## src/rtl/pdh_pkg.sv

```systemverilog
// Shared types, constants and helpers of the pair distance histogram.
package pdh_pkg;

   localparam int NUM_BINS = 256;
   localparam int NUM_TYPES = 4;
   localparam int STORE_DEPTH = NUM_TYPES * NUM_TYPES * NUM_BINS;
   localparam int ADDR_W = $clog2(STORE_DEPTH);
   localparam int BIN_W = $clog2(NUM_BINS);
   localparam int QUEUE_DEPTH = 2;

   localparam logic [30:0] SAT_MAG = '1;

   localparam logic [1:0] OP_ACCUMULATE = 2'd0;
   localparam logic [1:0] OP_READ = 2'd1;
   localparam logic [1:0] OP_CLEAR = 2'd2;

   localparam logic [2:0] CSR_BOX_X = 3'd0;
   localparam logic [2:0] CSR_BOX_Y = 3'd1;
   localparam logic [2:0] CSR_BOX_Z = 3'd2;
   localparam logic [2:0] CSR_INV_X = 3'd3;
   localparam logic [2:0] CSR_INV_Y = 3'd4;
   localparam logic [2:0] CSR_INV_Z = 3'd5;
   localparam logic [2:0] CSR_INV_BIN = 3'd6;
   localparam logic [2:0] CSR_SAME_MOL = 3'd7;

   typedef struct packed {
      logic [1:0] operation;
      logic signed [31:0] pos_a_x;
      logic signed [31:0] pos_a_y;
      logic signed [31:0] pos_a_z;
      logic signed [31:0] pos_b_x;
      logic signed [31:0] pos_b_y;
      logic signed [31:0] pos_b_z;
      logic [1:0] type_a;
      logic [1:0] type_b;
      logic [15:0] molecule_a;
      logic [15:0] molecule_b;
      logic [7:0] read_bin;
   } req_type;

   typedef struct packed {
      logic [31:0] bin_count;
      logic counted;
      logic [7:0] bin_hit;
   } rsp_type;

   typedef struct packed {
      logic [2:0][30:0] box_len;
      logic [2:0][31:0] inv_box;
      logic [31:0] inv_bin_width;
      logic count_same_molecule;
   } cfg_type;

   typedef enum logic [1:0] {
      CMD_COUNT,
      CMD_READ,
      CMD_ZERO,
      CMD_CLEAR
   } cmd_kind_type;

   typedef struct packed {
      cmd_kind_type kind;
      logic [ADDR_W-1:0] addr;
      logic [7:0] bin_hit;
   } cmd_type;

   function automatic logic [ADDR_W-1:0] addr_of(input logic [1:0] ta, input logic [1:0] tb,
                                                 input logic [BIN_W-1:0] bin);
      return ADDR_W'((int'(ta) * NUM_TYPES + int'(tb)) * NUM_BINS + int'(bin));
   endfunction

endpackage

```

## src/rtl/pdh_front.sv

```systemverilog
// Front end: classifies transactions and computes the minimum-image distance bin.
module pdh_front (
   input  logic             clock,
   input  logic             reset,
   input  logic             accept,
   input  pdh_pkg::req_type req,
   input  pdh_pkg::cfg_type cfg,
   input  logic             queue_full,
   output logic             push,
   output pdh_pkg::cmd_type push_cmd,
   output logic             front_busy
);
   import pdh_pkg::*;

   localparam logic [1:0] MUL_LAST = 2'd2;
   localparam logic [1:0] AXIS_LAST = 2'd2;
   localparam logic [4:0] SQRT_LAST = 5'd31;

   typedef enum logic [1:0] {S_IDLE, S_MUL, S_SQRT, S_PUSH} state_type;
   typedef enum logic [1:0] {P_NINT, P_FOLD, P_SQUARE, P_BIN} phase_type;

   state_type state_ff, state_in;
   phase_type phase_ff, phase_in;
   logic [1:0] axis_ff, axis_in, chunk_ff, chunk_in, ta_ff, ta_in, tb_ff, tb_in;
   logic [65:0] acc_ff, acc_in;
   logic [47:0] mul_a_ff, mul_a_in;
   logic [31:0] mul_b_ff, mul_b_in;
   logic [32:0] mag_ff [3];
   logic [32:0] mag_in [3];
   logic [63:0] rad_ff, rad_in;
   logic [31:0] root_ff, root_in;
   logic [33:0] rem_ff, rem_in;
   logic [4:0] step_ff, step_in;
   cmd_type cmd_ff, cmd_in;

   logic [47:0] pp;
   logic [65:0] prod, rounded;
   logic signed [49:0] rem_s;
   logic [49:0] rem_mag;
   logic [30:0] fold_r;
   logic [35:0] remt, trial;
   logic [32:0] d_x, d_y, d_z;
   logic [31:0] bin;
   logic types_ok, read_ok;

   assign pp = mul_a_ff[16*chunk_ff +: 16] * mul_b_ff;
   assign prod = acc_ff + (66'(pp) << (16 * chunk_ff));
   assign rounded = prod + (66'(1) << 47);
   assign rem_s = $signed({17'b0, mag_ff[axis_ff]}) - $signed({1'b0, prod[48:0]});
   assign rem_mag = rem_s[49] ? 50'(-rem_s) : 50'(rem_s);
   assign fold_r = (rem_mag > 50'(SAT_MAG)) ? SAT_MAG : rem_mag[30:0];
   assign remt = {rem_ff, rad_ff[63:62]};
   assign trial = {2'b0, root_ff, 2'b01};
   assign bin = prod[63:32];
   assign d_x = {req.pos_a_x[31], req.pos_a_x} - {req.pos_b_x[31], req.pos_b_x};
   assign d_y = {req.pos_a_y[31], req.pos_a_y} - {req.pos_b_y[31], req.pos_b_y};
   assign d_z = {req.pos_a_z[31], req.pos_a_z} - {req.pos_b_z[31], req.pos_b_z};
   assign types_ok = (int'(req.type_a) < NUM_TYPES) && (int'(req.type_b) < NUM_TYPES);
   assign read_ok = types_ok && (int'(req.read_bin) < NUM_BINS);
   assign front_busy = (state_ff != S_IDLE) || queue_full;

   always_comb begin
      state_in = state_ff;
      phase_in = phase_ff;
      axis_in = axis_ff;
      chunk_in = chunk_ff;
      ta_in = ta_ff;
      tb_in = tb_ff;
      acc_in = acc_ff;
      mul_a_in = mul_a_ff;
      mul_b_in = mul_b_ff;
      mag_in = mag_ff;
      rad_in = rad_ff;
      root_in = root_ff;
      rem_in = rem_ff;
      step_in = step_ff;
      cmd_in = cmd_ff;
      push = 1'b0;
      push_cmd = cmd_ff;
      case (state_ff)
         S_IDLE: begin
            if (accept) begin
               ta_in = req.type_a;
               tb_in = req.type_b;
               mag_in[0] = d_x[32] ? 33'(-d_x) : d_x;
               mag_in[1] = d_y[32] ? 33'(-d_y) : d_y;
               mag_in[2] = d_z[32] ? 33'(-d_z) : d_z;
               case (req.operation)
                  OP_ACCUMULATE: begin
                     if (!types_ok ||
                         (!cfg.count_same_molecule && req.molecule_a == req.molecule_b)) begin
                        push = 1'b1;
                        push_cmd = '{kind: CMD_ZERO, addr: '0, bin_hit: '0};
                     end else begin
                        state_in = S_MUL;
                        phase_in = P_NINT;
                        axis_in = '0;
                        chunk_in = '0;
                        acc_in = '0;
                        rad_in = '0;
                        mul_a_in = 48'(mag_in[0]);
                        mul_b_in = cfg.inv_box[0];
                     end
                  end
                  OP_READ: begin
                     push = 1'b1;
                     if (read_ok) begin
                        push_cmd = '{kind: CMD_READ,
                                     addr: addr_of(req.type_a, req.type_b,
                                                   BIN_W'(req.read_bin)),
                                     bin_hit: req.read_bin};
                     end else begin
                        push_cmd = '{kind: CMD_ZERO, addr: '0, bin_hit: req.read_bin};
                     end
                  end
                  OP_CLEAR: begin
                     push = 1'b1;
                     push_cmd = '{kind: CMD_CLEAR, addr: '0, bin_hit: '0};
                  end
                  default: begin
                     push = 1'b1;
                     push_cmd = '{kind: CMD_ZERO, addr: '0, bin_hit: '0};
                  end
               endcase
            end
         end
         S_MUL: begin
            if (chunk_ff != MUL_LAST) begin
               chunk_in = chunk_ff + 1'b1;
               acc_in = prod;
            end else begin
               chunk_in = '0;
               acc_in = '0;
               case (phase_ff)
                  P_NINT: begin
                     mul_a_in = 48'(rounded[65:48]);
                     mul_b_in = {1'b0, cfg.box_len[axis_ff]};
                     phase_in = P_FOLD;
                  end
                  P_FOLD: begin
                     mul_a_in = 48'(fold_r);
                     mul_b_in = {1'b0, fold_r};
                     phase_in = P_SQUARE;
                  end
                  P_SQUARE: begin
                     rad_in = rad_ff + 64'(prod[61:0]);
                     if (axis_ff == AXIS_LAST) begin
                        state_in = S_SQRT;
                        root_in = '0;
                        rem_in = '0;
                        step_in = '0;
                     end else begin
                        axis_in = axis_ff + 1'b1;
                        mul_a_in = 48'(mag_ff[axis_ff + 1'b1]);
                        mul_b_in = cfg.inv_box[axis_ff + 1'b1];
                        phase_in = P_NINT;
                     end
                  end
                  P_BIN: begin
                     state_in = S_PUSH;
                     if (33'(bin) < 33'(NUM_BINS)) begin
                        cmd_in = '{kind: CMD_COUNT,
                                   addr: addr_of(ta_ff, tb_ff, bin[BIN_W-1:0]),
                                   bin_hit: bin[7:0]};
                     end else begin
                        cmd_in = '{kind: CMD_ZERO, addr: '0, bin_hit: '0};
                     end
                  end
                  default: begin
                     state_in = S_IDLE;
                  end
               endcase
            end
         end
         S_SQRT: begin
            rad_in = rad_ff << 2;
            step_in = step_ff + 1'b1;
            if (remt >= trial) begin
               rem_in = 34'(remt - trial);
               root_in = {root_ff[30:0], 1'b1};
            end else begin
               rem_in = 34'(remt);
               root_in = {root_ff[30:0], 1'b0};
            end
            if (step_ff == SQRT_LAST) begin
               state_in = S_MUL;
               phase_in = P_BIN;
               chunk_in = '0;
               acc_in = '0;
               mul_a_in = 48'(root_in);
               mul_b_in = cfg.inv_bin_width;
            end
         end
         S_PUSH: begin
            if (!queue_full) begin
               push = 1'b1;
               state_in = S_IDLE;
            end
         end
         default: begin
            state_in = S_IDLE;
         end
      endcase
   end

   always_ff @(posedge clock) begin
      if (reset) begin
         state_ff <= S_IDLE;
      end else begin
         state_ff <= state_in;
      end
      phase_ff <= phase_in;
      axis_ff <= axis_in;
      chunk_ff <= chunk_in;
      ta_ff <= ta_in;
      tb_ff <= tb_in;
      acc_ff <= acc_in;
      mul_a_ff <= mul_a_in;
      mul_b_ff <= mul_b_in;
      mag_ff <= mag_in;
      rad_ff <= rad_in;
      root_ff <= root_in;
      rem_ff <= rem_in;
      step_ff <= step_in;
      cmd_ff <= cmd_in;
   end

endmodule

```

## config.mk

```make
export PLATFORM = sky130hd
export DESIGN_NAME = pdh_front
export DESIGN_NICKNAME = d
export VERILOG_FILES = /design/src/rtl/pdh_pkg.sv /design/src/rtl/pdh_front.sv
export SDC_FILE = /design/constraint.sdc
export NUM_CORES = 2
export LEC_CHECK = 0
export BUFFER_PORTS_ARGS = -buffer_cell sky130_fd_sc_hd__clkbuf_2
export CELL_PAD_IN_SITES_DETAIL_PLACEMENT = 1
export CELL_PAD_IN_SITES_GLOBAL_PLACEMENT = 2
export CORE_ASPECT_RATIO = 2
export CORE_MARGIN = 2
export CORE_UTILIZATION = 38
export CTS_CLUSTER_DIAMETER = 150
export DETAILED_ROUTE_END_ITERATION = 7
export GPL_TIMING_DRIVEN = 0
export MAX_ROUTING_LAYER = met4
export PLACE_DENSITY_LB_ADDON = 0.1
export SLEW_MARGIN = 40
export SYNTH_ARGS = -nofsm -noshare
export SYNTH_HDL_FRONTEND = slang
export SYNTH_SLANG_ARGS = --single-unit
```

## constraint.sdc

```tcl
create_clock -name clock -period 19 [get_ports clock]
set_clock_uncertainty 0.05 [all_clocks]
set_input_delay 0.95 -clock clock [delete_from_list [all_inputs] [get_ports clock]]
set_output_delay 0.95 -clock clock [all_outputs]
set_load 0.01 [all_outputs]
```

==> results.toml <==
[detailed_routing]
drt_iter0_drc = 2967
firstDrtPassIters = 8
ant_nets = 0
wire_per_inst_um = 31.9
drc_errors = 0
wl_mm = 296
viasPerCell = 5.87
vias = 54491

[synth]
synth_edf_count = 388
syn_nets = 8067
ys_seq_elements = 390
synthesis.area_um2 = 56100
ys_types = 92
syn_avg_cell_area_um2 = 8.31
async_flop_share_pct = 0
ys.flop_type = "edfxtp_1"
ys_seq_area_share_pct = 20.8
yosys_warnings = 0
synth_cells = 6747

[timing]
maxSlewViolCount = 0
clock.fmax_mhz = 54.6
slew_headroom_pct = 33.2
setup_violations = 0
worst_slack_ns = 0.700
hold_violations = 0
finalCriticalPeriod_ns = 18.30
worstMarginPinSlew_ns = 0.996
fin_crit_sh_pct = 96.3

[layout]
final_cell_mix = "nand2_1, inv_1, clkbuf_2, nor2_1, ha_1"
syn_to_final_growth_pct = 13.3
nets = 8638
fillers = 17788
final_common_cell = "nand2_1"
drive_gt1_share_pct = 11.3

[placement]
place_ws_ns = -0.506
gp_congestion = 1.09
dpl.hpwl_mm = 256
io_buffers = 487

[flow_run]
cap_violations = 0

[die]
die_h_um = 547
ios = 488
die_w_um = 276
rows = 199
die_area_um2 = 151000
start_util_pct = 38.2
core_area_um2 = 147000

[critical_path]
r2r_slack_ns = 0.70
required_ns = 19.20
arrival_ns = 18.50
critPathKind = "reg -> reg"
slowest_delay_ns = 0.64
worstPathMaxFanout = 10
start_kind = "flop"
cp_slowest_cell = "nor2b_1"
crit_path_end_kind = "flop"
cpMostUsedCell = "fa_1"

[cts]
h-tree-depth = 2
clock_latency_ns = 0.66
clkSinkCount = 390
path_clk_slew_ns = 0.08
cts_tree = "built"
clk_path_buf_depth = 3
cts_made_buffers = 41
root_buffer = "clkbuf_16"

[grt]
antenna_found_initial = 28
track_usage_pct = 40.2
grt_pass1_wl_mm = 416
grt_max_degree = 80
grt_pass1_vias = 59674
overflow = 0

[outcome]
status = "complete, no violations"

[min_path]
hold_path_class = "in -> reg"
==> worst max-delay path, delay by kind of cell, from the launching register on <==
kind | cells | cell delay (ns)
AO/OA/AOI/OAI | 18 | 5.87
buffers and inverters | 8 | 1.61
multiplexers | 1 | 0.28
AND/OR/NAND/NOR | 12 | 4.03
adder cells (fa/ha/maj) | 9 | 4.37
flip-flops | 1 | 0.47
XOR/XNOR | 3 | 1.13
==> worst paths after layout <==
path          startpoint      endpoint  cells after the start
min reg2reg     ta_ff[0]    cmd_ff[18]                      2
max          chunk_ff[0]  mul_b_ff[14]                     51
max reg2reg  chunk_ff[0]  mul_b_ff[14]                     51
min                reset   state_ff[0]                      2
==> timing repair <==
item | 4_1_cts | 5_1_grt
cloned | 0 | 0
resized for setup | 3 | 12
setup endpoints to repair | 58 | 62
pin swaps | 0 | 2
buffers inserted | 0 | 7
hold buffers | 0 | 0
==> logic make-up (layout without fill, tap and decap cells) <==
| logic type | count (synthesis) | count (layout) | share of synthesized area, % |
|---|---|---|---|
| AOI/OAI and AO/OA | 1647 | 1647 | 19.0 |
| muxes | 184 | 184 | 3.30 |
| other | 0 | 24 | 0 |
| adders and majority gates | 857 | 857 | 24.8 |
| xor gates and xnor gates | 429 | 429 | 6.71 |
| and+or+nand+nor | 2133 | 2133 | 17.8 |
| DFF | 390 | 390 | 20.8 |
| buffers and inverters | 1107 | 1710 | 7.52 |
==> through the flow <==
stage	setup TNS [ns]	util, %	std cells	hold slack [ns]	cell area, um2
final	0	43.3	9283	0.429	63500
after global routing	-0.00204	43.3	9282	0.449	63500
after CTS	0	43.1	9251	0.413	63200
after detailed placement	-13.33	42.2	9177	0.493	61800
after global placement	-179.87	41.5	9143	0.477	60900
after floorplan	0	-	6747	0.469	56100
==> routing by layer <==
metal | vias to the layer above | GRT usage (%) | part of all wire (%)
li1 | 24489 | - | -
met1 | 27055 | 32.1 | 29
met2 | 1849 | 70.7 | 52
met3 | 1098 | 7.04 | 4.5
met4 | 0 | 47.2 | 15
met5 | - | - | 0
==> synth_stat cells, types with 24 or more instances <==
library cell	count	share of area, %
or3_1	41	0.46
a22oi_1	32	0.43
and2_1	229	2.6
clkbuf_1	250	1.7
nand2b_1	45	0.50
nor4_1	31	0.35
a21o_1	151	2.0
mux2i_1	179	3.2
o211ai_1	33	0.44
a221oi_1	38	0.59
o22ai_1	39	0.44
o21a_1	51	0.68
edfxtp_1	388	21
nand2_1	809	5.4
a211o_1	29	0.45
fa_1	424	15
a31oi_1	63	0.70
or2_2	24	0.27
nor2b_1	65	0.73
xor2_1	136	2.1
inv_1	801	5.4
nor2_1	472	3.2
xnor2_1	292	4.6
o21ai_0	420	3.7
a211oi_1	78	1.0
and3_1	68	0.76
o21bai_1	43	0.58
nand4_1	46	0.51
a22o_1	31	0.48
ha_1	432	9.6
o31ai_1	43	0.58
nor3_1	121	1.1
nand3_1	111	0.99
a21oi_1	399	3.6
buf_1	27	0.18
==> cell type report <==
class | instances | area [um2] | share of cell area (%)
multi-input cells | 5250 | 40900 | 64.3
flip-flops and latches | 390 | 11700 | 18.4
inverters | 805 | 3030 | 4.77
repair buffers | 529 | 2870 | 4.52
well taps | 1909 | 2390 | 3.76
plain buffers | 301 | 1250 | 1.97
clock buffers | 50 | 1120 | 1.77
clock inverters | 25 | 236 | 0.372
diodes | 24 | 60.1 | 0.0946
==> flip-flops by register name, indices dropped and copies added, names as in the netlist <==
name and cells:
acc_ff 66, axis_ff 2, chunk_ff 2, cmd_ff 13
mag_ff 99, mul_a_ff 33, mul_b_ff 32, phase_ff 2
rad_ff 64, rem_ff 34, root_ff 32, state_ff 2
step_ff 5, ta_ff 2, tb_ff 2
Power is not shown: default switching activity piles up to over one toggle a cycle in this logic, so the estimate is an artifact.
