## config.mk

```make
export PLATFORM = sky130hd
export DESIGN_NAME = pdh_queue
export DESIGN_NICKNAME = d
export VERILOG_FILES = /design/src/rtl/pdh_pkg.sv /design/src/rtl/pdh_queue.sv
export SDC_FILE = /design/constraint.sdc
export NUM_CORES = 1
export LEC_CHECK = 0
export BUFFER_PORTS_ARGS = -buffer_cell sky130_fd_sc_hd__buf_2
export CAP_MARGIN = 10
export CORE_AREA = 2 2 55 83
export CTS_BUF_LIST = sky130_fd_sc_hd__clkbuf_4 sky130_fd_sc_hd__clkbuf_8 sky130_fd_sc_hd__clkbuf_16
export CTS_CLUSTER_DIAMETER = 50
export CTS_CLUSTER_SIZE = 10
export DETAILED_ROUTE_END_ITERATION = 8
export DIE_AREA = 0 0 57 85
export GPL_TIMING_DRIVEN = 0
export PLACE_DENSITY = 0.68
export SYNTH_ARGS = -nofsm -noshare
export SYNTH_HDL_FRONTEND = slang
export SYNTH_SLANG_ARGS = --single-unit
```

## constraint.sdc

```tcl
create_clock -name clock -period 1.7 [get_ports clock]
set_clock_uncertainty 0.1 [all_clocks]
set_input_delay 0.255 -clock clock [delete_from_list [all_inputs] [get_ports clock]]
set_output_delay 0.255 -clock clock [all_outputs]
set_load 0.05 [all_outputs]
```

## src/rtl/pdh_pkg.sv

```systemverilog
// Shared types, constants and helpers of the pair distance histogram.
package pdh_pkg;

   localparam int NUM_BINS = 256;
   localparam int NUM_TYPES = 4;
   localparam int STORE_DEPTH = NUM_TYPES * NUM_TYPES * NUM_BINS;
   localparam int ADDR_W = $clog2(STORE_DEPTH);
   localparam int BIN_W = $clog2(NUM_BINS);
   localparam int QUEUE_DEPTH = 2;

   localparam logic [30:0] SAT_MAG = '1;

   localparam logic [1:0] OP_ACCUMULATE = 2'd0;
   localparam logic [1:0] OP_READ = 2'd1;
   localparam logic [1:0] OP_CLEAR = 2'd2;

   localparam logic [2:0] CSR_BOX_X = 3'd0;
   localparam logic [2:0] CSR_BOX_Y = 3'd1;
   localparam logic [2:0] CSR_BOX_Z = 3'd2;
   localparam logic [2:0] CSR_INV_X = 3'd3;
   localparam logic [2:0] CSR_INV_Y = 3'd4;
   localparam logic [2:0] CSR_INV_Z = 3'd5;
   localparam logic [2:0] CSR_INV_BIN = 3'd6;
   localparam logic [2:0] CSR_SAME_MOL = 3'd7;

   typedef struct packed {
      logic [1:0] operation;
      logic signed [31:0] pos_a_x;
      logic signed [31:0] pos_a_y;
      logic signed [31:0] pos_a_z;
      logic signed [31:0] pos_b_x;
      logic signed [31:0] pos_b_y;
      logic signed [31:0] pos_b_z;
      logic [1:0] type_a;
      logic [1:0] type_b;
      logic [15:0] molecule_a;
      logic [15:0] molecule_b;
      logic [7:0] read_bin;
   } req_type;

   typedef struct packed {
      logic [31:0] bin_count;
      logic counted;
      logic [7:0] bin_hit;
   } rsp_type;

   typedef struct packed {
      logic [2:0][30:0] box_len;
      logic [2:0][31:0] inv_box;
      logic [31:0] inv_bin_width;
      logic count_same_molecule;
   } cfg_type;

   typedef enum logic [1:0] {
      CMD_COUNT,
      CMD_READ,
      CMD_ZERO,
      CMD_CLEAR
   } cmd_kind_type;

   typedef struct packed {
      cmd_kind_type kind;
      logic [ADDR_W-1:0] addr;
      logic [7:0] bin_hit;
   } cmd_type;

   function automatic logic [ADDR_W-1:0] addr_of(input logic [1:0] ta, input logic [1:0] tb,
                                                 input logic [BIN_W-1:0] bin);
      return ADDR_W'((int'(ta) * NUM_TYPES + int'(tb)) * NUM_BINS + int'(bin));
   endfunction

endpackage

```

## src/rtl/pdh_queue.sv

```systemverilog
// Short command queue between the front end and the histogram back end.
module pdh_queue (
   input  logic             clock,
   input  logic             reset,
   input  logic             push,
   input  pdh_pkg::cmd_type push_cmd,
   input  logic             pop,
   output pdh_pkg::cmd_type head,
   output logic             empty,
   output logic             full
);
   import pdh_pkg::*;

   localparam int PTR_W = $clog2(QUEUE_DEPTH);

   cmd_type entries_ff [QUEUE_DEPTH];
   logic [PTR_W-1:0] wr_ff, wr_in, rd_ff, rd_in;
   logic [PTR_W:0] count_ff, count_in;

   assign empty = (count_ff == '0);
   assign full = (count_ff == (PTR_W+1)'(QUEUE_DEPTH));
   assign head = entries_ff[rd_ff];

   always_comb begin
      wr_in = wr_ff;
      rd_in = rd_ff;
      count_in = count_ff;
      if (push) begin
         wr_in = (wr_ff == PTR_W'(QUEUE_DEPTH - 1)) ? '0 : wr_ff + 1'b1;
      end
      if (pop) begin
         rd_in = (rd_ff == PTR_W'(QUEUE_DEPTH - 1)) ? '0 : rd_ff + 1'b1;
      end
      if (push && !pop) begin
         count_in = count_ff + 1'b1;
      end else if (pop && !push) begin
         count_in = count_ff - 1'b1;
      end
   end

   always_ff @(posedge clock) begin
      if (reset) begin
         wr_ff <= '0;
         rd_ff <= '0;
         count_ff <= '0;
      end else begin
         wr_ff <= wr_in;
         rd_ff <= rd_in;
         count_ff <= count_in;
      end
      if (push) begin
         entries_ff[wr_ff] <= push_cmd;
      end
   end

endmodule

```

==> results.rst, run 1 <==
.. list-table::
   :header-rows: 1

   * - Metric
     - Value
   * - Pin count of the biggest net entering global routing
     - 23
   * - Via count of the first global-routing pass
     - 1021
   * - Critical Path End Type
     - output pin
   * - Syn_area_per_cell
     - 19.85 um2
   * - GR Overflow Total
     - 0
   * - Die footprint
     - 4845 um2
   * - Post-synthesis sequential element count
     - 49
   * - Startpoint of the worst-slack reg-to-reg timing path
     - wr_ff$_SDFFE_PP0P_
   * - Initial core utilization
     - approximately 43%
   * - Chip Width
     - 57 um
   * - Slew at the pin closest to its max-slew limit
     - 652.8 ps
   * - Peak fanout along the critical path
     - 10
   * - Clock buffer count from CTS
     - 5
   * - Wire length after detailed routing
     - 2958 um
   * - Count of cells along the worst hold path
     - 1
   * - Detailed-router iteration count before antenna repair
     - 4
   * - Total count of hold-check failures in the final report
     - 0
   * - Clock slew seen by the registers of the worst setup and hold paths
     - 80 ps
   * - VDD IR-drop max
     - 0.0007652 V
   * - Gpl congestion
     - 0.6447
   * - Average routed wire per standard cell
     - 15.25 um
   * - Final ANT Viol Nets
     - 0
   * - Destination of the worst register-to-register timing path
     - entries_ff[1][20]$_DFFE_PP_
   * - Required time of the critical path
     - ~1300 ps
   * - Start-to-end type of the worst setup path
     - reg -> out
   * - Leakage
     - 0.9241 nW
   * - Total number of placement rows
     - 29
   * - Hold buffer count at CTS
     - 0
   * - CP Buf/Inv Count
     - 2
   * - Highest Clock Rate
     - 594.7 MHz
   * - Hold wc startpoint
     - push_cmd[13]
   * - Worst-case reg-to-reg path depth
     - 1
   * - Half-perimeter wire length of the detailed placement result
     - slightly above 2000 um
   * - Portion of the post-synthesis area used by sequential elements
     - about four fifths
   * - List of cells traversed by the critical path
     - buf_8 -> mux2_2 -> buf_6
   * - Clock tree from TritonCTS
     - done
   * - Finish-stage setup viols
     - 0
   * - Total power
     - around 2.9 mW
   * - Worst-case register-to-register setup slack
     - 300 ps
   * - Number of vias in the routed layout
     - 940
   * - Total global routing track utilization
     - 13.50%
   * - I/O pin count
     - 50
   * - Worst min-delay path class
     - in -> reg
   * - Num Clock Sinks
     - 49
   * - Max-slew headroom
     - 56.39%
   * - Cells after Synth
     - 90
   * - Setup slack at placement
     - -133.9 ps
   * - Capture endpoint of the worst hold path
     - entries_ff[1][13]$_DFFE_PP_
   * - Fraction of final layout cells with drive strength greater than 1
     - 58.11%
   * - Max-slew violation total from the final report
     - 0
   * - Arrival time at the worst endpoint
     - 1330 ps
   * - Number of diodes added for antenna fixing
     - 0
   * - Final critical-path setup slack
     - 18.42 ps
   * - Clock network latency to the later pin of the worst-skew pair
     - 300 ps
   * - Nature of the critical path startpoint
     - flop
   * - Number of filler cells placed in the layout
     - 333
   * - Number of DRC violations after detailed-routing iteration 0
     - 19
   * - Synthesis Warnings
     - 0
   * - Antenna violations before repair
     - 0
   * - Synthesis-to-finish area growth
     - 34.03%
   * - Crit-path slowest cell
     - dfxtp_4
   * - Core footprint
     - 4136 um2
   * - Critical Path Max Stage Delay
     - between 300 and 400 ps
   * - Share of the clock period used by the worst path after layout
     - 98.92%
   * - Post-synthesis cell area
     - 1787 um2
   * - Max-cap violations
     - 0
   * - Global-route wire length before repair
     - 4719 um
   * - Clock period minus final worst setup slack
     - about 1700 ps
   * - Port-buffer cells
     - 49
   * - Result of the run
     - complete, no violations
   * - Max clock buf depth
     - 2
   * - Areal power density over the cells
     - 1195 nW/um2
   * - Unrepaired setup endpoints after global routing
     - yes
   * - Worst path top cell family by delay
     - flip-flops
   * - Number of different library cells in the post-synthesis netlist
     - 15
   * - Post-synthesis net count
     - 117
   * - Die Height
     - ~85 um
   * - CTS root buf
     - clkbuf_8
   * - Number of nets in the final layout
     - 174
   * - Depth of the CTS H-tree
     - 2
   * - Via-to-Cell Ratio
     - 4.845
   * - Residual DRC count
     - 0
Yosys cell counts:
library cell  number  area share, %
and2_1             1           0.35
xor2_1             2           0.98
buf_2              2           0.56
nor2_1             5            1.1
o21ai_0            1           0.28
or3_1              1           0.35
dfxtp_1            5            5.6
mux2_2            22             14
inv_1              1           0.21
a21oi_1            1           0.28
and2b_2            1           0.49
ha_1               1           0.70
nor2b_1            1           0.35
xnor2_1            2           0.98
edfxtp_1          44             74
sequential cells by signal, indices dropped and copies added, names as in the netlist, named ones only:
register and count:
count_ff 2, entries_ff 44, rd_ff 1, wr_ff 1
through the flow:
stage | util [%] | instance area, um2 | hold slack [ps] | std cells | setup TNS, ps
2_1_floorplan | - | 1789 | 224.1 | 90 | 0
3_3_place_gp | 50.57 | 2092 | 344.5 | 185 | -1477
3_5_place_dp | 50.57 | 2092 | 347.4 | 185 | -3295
4_1_cts | 57.65 | 2385 | 33.24 | 194 | 0
5_1_grt | 57.89 | 2395 | 19.49 | 194 | -560.4
6_report | 57.89 | 2395 | 38.11 | 194 | 0
area by class of cell:
class,count,area [um2],area share (%)
Inverter,1,3.754,0.1567
Clock buffer,7,118.9,4.963
Timing Repair Buffer,50,390.4,16.30
Multi-Input combinational cell,38,364.1,15.20
Sequential cell,49,1425,59.51
Tap cell,46,57.56,2.403
Buffer,2,30.03,1.254
Clock inverter,1,5.005,0.2090
where the power goes:
group	leakage (nW)	switching (mW)	internal, mW	total, mW
combinational	0.404	0.372	0.232	0.604
clock	0.0645	0.367	0.466	0.832
sequential	0.455	0.0280	1.40	1.43
how the worst max path moves through the flow:
stage | slack [ps] | to | cells past startpoint | startpoint
floorplan | 270 | entries_ff[1][0]$_DFFE_PP_ | 1 | wr_ff$_SDFFE_PP0P_
global placement | -70 | entries_ff[0][8]$_DFFE_PP_ | 2 | push
detailed placement | -130 | entries_ff[0][20]$_DFFE_PP_ | 2 | push
CTS | 4 | head[3] | 3 | flop
global route | -40 | head[3] | 3 | flop
finish | 20 | head[11] | 3 | flop
placed cells by master (no fill, tap or decap), drive strengths merged:
cell and instances:
xnor2 2, xor2 2, mux2 22, nor2 5
o21ai 1, ha 1, clkbuf 7, and2 1
clkinv 1, a21oi 1, inv 1, edfxtp 44
and2b 1, dfxtp 5, buf 52, nor2b 1
or3 1
logic make-up after synthesis:
kind of cell,count (synthesis),synth area share (%)
compound gates,2,0.5597
xor+xnor,4,1.961
fa+ha+maj,1,0.7002
buf+inv,3,0.7701
flops,49,79.55
mux,22,13.87
simple gates,9,2.592
what timing repair did:
action / in CTS / in global routing
resized for setup: 52 / 4
buffers inserted: 1 / 0
setup endpoints to repair: 64 / 22
metal layers:
layer  GRT usage (%)  wire (um)  vias up  part of all wire, %
li1                -          -      451                    -
met1           12.66        988      452                   33
met2           24.66       1749       31                   59
met3           5.030        154        6                  5.2
met4           6.977         64        0                  2.2
met5               0          0        -                    0
Power figures use the tool's default switching activity.
==> run 2, diff against run 1 <==
--- a/config.mk
+++ b/config.mk
@@ -8,12 +8,12 @@
 export BUFFER_PORTS_ARGS = -buffer_cell sky130_fd_sc_hd__buf_2
 export CAP_MARGIN = 10
-export CORE_AREA = 2 2 55 83
+export CORE_AREA = 2 2 50 76
 export CTS_BUF_LIST = sky130_fd_sc_hd__clkbuf_4 sky130_fd_sc_hd__clkbuf_8 sky130_fd_sc_hd__clkbuf_16
 export CTS_CLUSTER_DIAMETER = 50
 export CTS_CLUSTER_SIZE = 10
 export DETAILED_ROUTE_END_ITERATION = 8
-export DIE_AREA = 0 0 57 85
+export DIE_AREA = 0 0 52 78
 export GPL_TIMING_DRIVEN = 0
-export PLACE_DENSITY = 0.68
+export PLACE_DENSITY = 0.77
 export SYNTH_ARGS = -nofsm -noshare
 export SYNTH_HDL_FRONTEND = slang
==> constraint.sdc (replaced) <==
create_clock -name clock -period 2.2 [get_ports clock]
set_clock_uncertainty 0.1 [all_clocks]
set_input_delay 0.44 -clock clock [delete_from_list [all_inputs] [get_ports clock]]
set_output_delay 0.44 -clock clock [all_outputs]
set_load 0.05 [all_outputs]
==> results.rst, run 2 (synthesis results as in run 1) <==
.. list-table::
   :header-rows: 1

   * - Metric
     - Value
   * - Result of the run
     - complete, no violations
   * - Final Hold Slack
     - 230.8 ps
   * - Flip-flop count of the largest register, all copies and words added
     - 44
   * - Core footprint
     - 3351 um2
   * - Clock period minus final worst setup slack
     - 2085 ps
   * - Max-cap violations
     - 0
   * - CTS root buf
     - clkbuf_8
   * - Final ANT Viol Nets
     - 0
   * - Average routed wire per standard cell
     - between 10 and 15 um
   * - Initial core utilization
     - around 53%
   * - Total power
     - 1.986 mW
   * - Synthesis-to-finish area growth
     - 23.18%
   * - Registers with the most flip-flops
     - entries_ff (44), count_ff (2)
   * - Critical Path End Type
     - output pin
   * - Pin count of the biggest net entering global routing
     - 23
   * - Count of cells along the worst hold path
     - 1
   * - Highest Clock Rate
     - 479.7 MHz
   * - Number of diodes added for antenna fixing
     - 0
   * - Setup slack at placement
     - around 300 ps
   * - Placed inst area
     - 2115 um2
   * - Max-slew headroom
     - 35.96%
   * - Start-to-end type of the worst setup path
     - reg -> out
   * - Chip Width
     - 52 um
   * - Most common cell after layout, fill and taps aside
     - buf_2
   * - Antenna violations before repair
     - 0
   * - Required time of the critical path
     - 1660 ps
   * - Hold wc startpoint
     - push_cmd[14]
   * - I/O pin count
     - 50
   * - Max clock buf depth
     - 2
   * - Port-buffer cells
     - 49
   * - Gpl congestion
     - approximately 0.63
   * - GR Overflow Total
     - 0
   * - Sequential Area
     - approximately 1400 um2
   * - Commonest non-fill, non-tap cells in the layout
     - 51 x buf_2, 44 x edfxtp_1, 22 x mux2_2
   * - Clock tree from TritonCTS
     - done
   * - Share of the clock period used by the worst path after layout
     - 94.76%
   * - Post-CTS setup-driven buffer insertion count
     - 0
   * - Leakage
     - 0.8541 nW
   * - Clock slew seen by the registers of the worst setup and hold paths
     - 80 ps
   * - Die footprint
     - roughly 4100 um2
   * - Total count of hold-check failures in the final report
     - 0
   * - Clock network latency to the later pin of the worst-skew pair
     - 290 ps
   * - Post-CTS Resized
     - 0
   * - Via count of the first global-routing pass
     - 929
   * - VDD IR-drop max
     - about 0.0007 V
   * - Residual DRC count
     - 0
   * - Destination of the worst register-to-register timing path
     - entries_ff[1][15]$_DFFE_PP_
   * - Via-to-Cell Ratio
     - 4.842
   * - Num Clock Sinks
     - 49
   * - Slew at the pin closest to its max-slew limit
     - 960.7 ps
   * - Number of nets in the final layout
     - 174
   * - Largest Register
     - entries_ff
   * - Total global routing track utilization
     - 15.12%
   * - Nature of the critical path startpoint
     - flop
   * - Fraction of final layout cells with drive strength greater than 1
     - 56.76%
   * - Areal power density over the cells
     - approximately 900 nW/um2
   * - Number of DRC violations after detailed-routing iteration 0
     - 22
   * - Detailed-router iteration count before antenna repair
     - 2
   * - Peak fanout along the critical path
     - 10
   * - Placed cells
     - 182
   * - Clock buffer count from CTS
     - 5
   * - Multi-input gate area
     - 354.1 um2
   * - Startpoint of the worst-slack reg-to-reg timing path
     - wr_ff$_SDFFE_PP0P_
   * - Finish-stage setup viols
     - 0
   * - Fin cells
     - 190
   * - Wire length after detailed routing
     - roughly 2700 um
   * - Worst-case reg-to-reg path depth
     - 1
   * - Final design area excluding fillers
     - 2201 um2
   * - Max-slew violation total from the final report
     - 0
   * - Worst-case register-to-register setup slack
     - 550 ps
   * - Arrival time at the worst endpoint
     - 1540 ps
   * - Depth of the CTS H-tree
     - 2
   * - Number of filler cells placed in the layout
     - 256
   * - Total number of placement rows
     - 26
   * - Hold buffer count at CTS
     - 0
   * - Worst min-delay path class
     - in -> reg
   * - Number of vias in the routed layout
     - 920
   * - Global-route wire length before repair
     - 4167 um
   * - Half-perimeter wire length of the detailed placement result
     - ~2000 um
   * - Final critical-path setup slack
     - 115.4 ps
   * - Die Height
     - about 78 um
   * - Capture endpoint of the worst hold path
     - entries_ff[0][14]$_DFFE_PP_
   * - Unrepaired setup endpoints after global routing
     - no
-- run 2: changes by cell type in the layout (fill, tap and decap cells not counted), sizes merged --
cell | previous run | this run
clkbuf | 7 | 6
clkinv | 1 | 2
-- run 2: where the power goes --
group | internal (mW) | total, mW | leakage (nW) | switching (mW)
Combinational | 0.121 | 0.395 | 0.351 | 0.274
Sequential | 1.08 | 1.10 | 0.455 | 0.0210
Clock | 0.232 | 0.489 | 0.0484 | 0.257
-- run 2: worst max-delay path by stage --
stage	start	to	slack (ps)	depth (start not counted)
floorplan	push	entries_ff[0][0]$_DFFE_PP_	240	1
global placement	push	entries_ff[0][9]$_DFFE_PP_	-330	2
detailed placement	push	entries_ff[1][20]$_DFFE_PP_	310	2
CTS	flop	head[19]	70	3
global route	flop	head[19]	20	3
finish	flop	head[13]	120	3
-- run 2: final cells by class --
cell class                 instances  area share [%]
inverter                           1          0.1706
multi-input combinational         38           16.09
tap                               42           2.388
buffer                             2          0.4548
clock buffer                       6           3.468
sequential                        49           64.58
clock inverter                     2          0.4548
timing repair buffer              50           12.39
-- run 2: metrics by stage --
step / TNS [ps] / utilization (%)
4_1_cts: 0 / 65.68
5_1_grt: 0 / 65.68
2_1_floorplan: 0 / -
3_5_place_dp: 0 / 63.11
6_report: 0 / 65.68
3_3_place_gp: -7197 / 62.21
-- run 2: worst max-delay path, cell delays in order, from the launching register on --
cell and delay [ps]:
dfxtp_1 390, buf_2 280, mux2_2 370, buf_2 210
-- run 2: per-layer routing --
metal	share of wire, %	GRT usage (%)	wire, um	vias to the layer above
li1	-	-	-	454
met3	7.2	6.154	196	6
met5	0	0	0	-
met4	2.3	7.895	62	0
met1	35	14.25	954	430
met2	55	26.58	1509	30
==> run 3, diff against run 2 <==
- ABC_AREA: not set -> 1
- CORE_AREA: 2 2 50 76 -> 2 2 51 77
- DIE_AREA: 0 0 52 78 -> 0 0 53 79
- PLACE_DENSITY: 0.77 -> 0.76
==> results.rst, run 3 <==
.. list-table::
   :header-rows: 1

   * - Metric
     - Value
   * - Placed cells
     - 194
   * - Number of different library cells in the post-synthesis netlist
     - 14
   * - Clock network latency to the later pin of the worst-skew pair
     - 300 ps
   * - Port-buffer cells
     - 49
   * - Clock buffer count from CTS
     - 5
   * - Gpl congestion
     - roughly 0.64
   * - Synthesis-to-finish area growth
     - 22.99%
   * - Commonest cells in the synthesized netlist
     - 44 x edfxtp_1, 22 x mux2_2, 9 x inv_1
   * - Hold buffer count at CTS
     - 0
   * - Detailed-router iteration count before antenna repair
     - 4
   * - Leading area contributor after synthesis
     - edfxtp_1
   * - Final design area excluding fillers
     - between 2000 and 2500 um2
   * - Number of flops mapped to enable cells by yosys
     - 44
   * - Worst-case reg-to-reg path depth
     - 2
   * - Average routed wire per standard cell
     - 14.69 um
   * - I/O pin count
     - 50
   * - Via-to-Cell Ratio
     - 4.916
   * - Max-slew headroom
     - 39.05%
   * - Synthesis Warnings
     - 0
   * - Number of nets in the final layout
     - about 190
   * - Clock period minus final worst setup slack
     - 2005 ps
   * - Areal power density over the cells
     - 901.1 nW/um2
   * - Peak fanout along the critical path
     - 10
   * - Layout Utilization
     - 63.03%
   * - Count leader, synth
     - edfxtp_1
   * - Leakage
     - 0.8918 nW
   * - Max-slew violation total from the final report
     - 0
   * - Max clock buf depth
     - 2
   * - Nature of the critical path startpoint
     - flop
   * - Total global routing track utilization
     - around 16%
   * - Clock slew seen by the registers of the worst setup and hold paths
     - 80 ps
   * - Share of the clock period used by the worst path after layout
     - about nine tenths
   * - Residual DRC count
     - 0
   * - Post-synthesis sequential element count
     - just under 50
   * - Post-synthesis async set-or-reset flop share
     - 0%
   * - Fraction of final layout cells with drive strength greater than 1
     - 52.20%
   * - Finish-stage setup viols
     - 0
   * - Arrival time at the worst endpoint
     - around 1500 ps
   * - Pin count of the biggest net entering global routing
     - 24
   * - Syn_area_per_cell
     - about 18 um2
   * - Max-cap violations
     - 0
   * - Registers with the most flip-flops
     - entries_ff (44), count_ff (2)
   * - Cells after Synth
     - ~100
   * - Wire length after detailed routing
     - 2967 um
   * - Total count of hold-check failures in the final report
     - 0
   * - Number of diodes added for antenna fixing
     - 0
   * - Portion of the post-synthesis area used by sequential elements
     - between 70% and 80%
   * - Post-CTS Resized
     - 0
   * - Via count of the first global-routing pass
     - ~1000
   * - Total number of placement rows
     - 27
   * - Start-to-end type of the worst setup path
     - reg -> out
   * - Worst-case register-to-register setup slack
     - 620 ps
   * - Die footprint
     - 4187 um2
   * - Antenna violations before repair
     - 0
   * - Sequential Area
     - roughly 1400 um2
   * - Count of cells along the worst hold path
     - 1
   * - Number of DRC violations after detailed-routing iteration 0
     - 13
   * - Total power
     - between 2 and 2.5 mW
   * - VDD IR-drop max
     - 0.0005038 V
   * - Largest Register
     - entries_ff
   * - Chip Width
     - 53 um
   * - Flip-flop count of the largest register, all copies and words added
     - 44
   * - Capture endpoint of the worst hold path
     - entries_ff[1][13]$_DFFE_PP_
   * - Highest Clock Rate
     - 498.8 MHz
   * - Top cell type's share of synthesized area
     - 72.68%
   * - Depth of the CTS H-tree
     - 2
   * - Core footprint
     - 3547 um2
   * - Slew at the pin closest to its max-slew limit
     - approximately 910 ps
   * - Final Hold Slack
     - 225.7 ps
   * - Unrepaired setup endpoints after global routing
     - no
   * - Multi-input gate area
     - 342.8 um2
   * - Destination of the worst register-to-register timing path
     - entries_ff[1][5]$_DFFE_PP_
   * - Placed inst area
     - roughly 2100 um2
   * - GR Overflow Total
     - 0
   * - Initial core utilization
     - 51.25%
   * - Most common cell after layout, fill and taps aside
     - buf_2
   * - Post-synth top flop
     - edfxtp_1
   * - Num Clock Sinks
     - 49
   * - Global-route wire length before repair
     - 4450 um
   * - Required time of the critical path
     - 1660 ps
   * - Final ANT Viol Nets
     - 0
   * - Number of filler cells placed in the layout
     - between 200 and 300
   * - Die Height
     - 79 um
   * - Synth area leaders
     - edfxtp_1 73%, mux2_2 14%, dfxtp_1 5.5%
   * - Number of vias in the routed layout
     - between 900 and 1000
   * - Post-CTS setup-driven buffer insertion count
     - 0
   * - Clock tree from TritonCTS
     - done
   * - Post-synthesis net count
     - ~130
   * - Critical Path End Type
     - output pin
   * - Result of the run
     - complete, no violations
   * - Fin cells
     - 202
   * - CTS root buf
     - clkbuf_8
   * - Startpoint of the worst-slack reg-to-reg timing path
     - wr_ff$_SDFFE_PP0P_
   * - Post-synthesis cell area
     - 1818 um2
   * - Commonest non-fill, non-tap cells in the layout
     - 49 x buf_2, 44 x edfxtp_1, 22 x mux2_2
   * - Half-perimeter wire length of the detailed placement result
     - between 2000 and 2500 um
   * - Worst min-delay path class
     - in -> reg
   * - Hold wc startpoint
     - push_cmd[13]
[run 3: layout make-up]
cell class,instances,area share [%]
flip-flops and latches,49,63.57
multi-input cells,41,15.33
repair buffers,50,11.64
clock buffers,7,4.309
well taps,43,2.406
inverters,9,1.511
plain buffers,2,1.007
clock inverters,1,0.2238
[run 3: worst max path at each step]
stage                     start                          to  cells past startpoint
after detailed placement   push  entries_ff[1][4]$_DFFE_PP_                      3
after CTS                  flop                    head[13]                      3
after global placement     push  entries_ff[0][4]$_DFFE_PP_                      3
after global routing       flop                    head[15]                      3
after floorplan            push  entries_ff[0][0]$_DFFE_PP_                      2
final                      flop                    head[13]                      3
[run 3: worst max-delay path, cell delays in order (launching register included)]
cell	delay, ps
dfxtp_1	420
buf_6	180
mux2_2	350
buf_2	220
[run 3: cell families after synthesis]
group / share of synthesized area, %
AO/OA/AOI/OAI: 0.5501
XOR/XNOR: 0.4818
adder cells (fa/ha/maj): 0.6881
buffers and inverters: 3.097
flip-flops: 78.18
multiplexers: 13.63
AND/OR/NAND/NOR: 3.372
[run 3: per-layer routing]
layer	part of all wire [%]	GRT usage [%]	vias up
met3	5.7	5.075	7
met1	34	13.74	476
met4	2.6	9.231	0
met2	57	28.50	29
met5	0	0	-
li1	-	-	481
[run 3: power breakdown]
| part | switching (mW) | internal [mW] | total (mW) | leakage, nW |
|---|---|---|---|---|
| registers | 0.0184 | 1.07 | 1.09 | 0.455 |
| clock network | 0.272 | 0.284 | 0.556 | 0.0542 |
| logic | 0.258 | 0.111 | 0.369 | 0.383 |
| total | 0.548 | 1.47 | 2.01 | 0.892 |
[run 3: metrics by stage]
step                setup slack [ps]  setup TNS [ps]
floorplan                      287.0               0
global placement              -254.4           -5579
detailed placement             409.3               0
CTS                            167.9               0
global route                   132.7               0
finish                         195.1               0
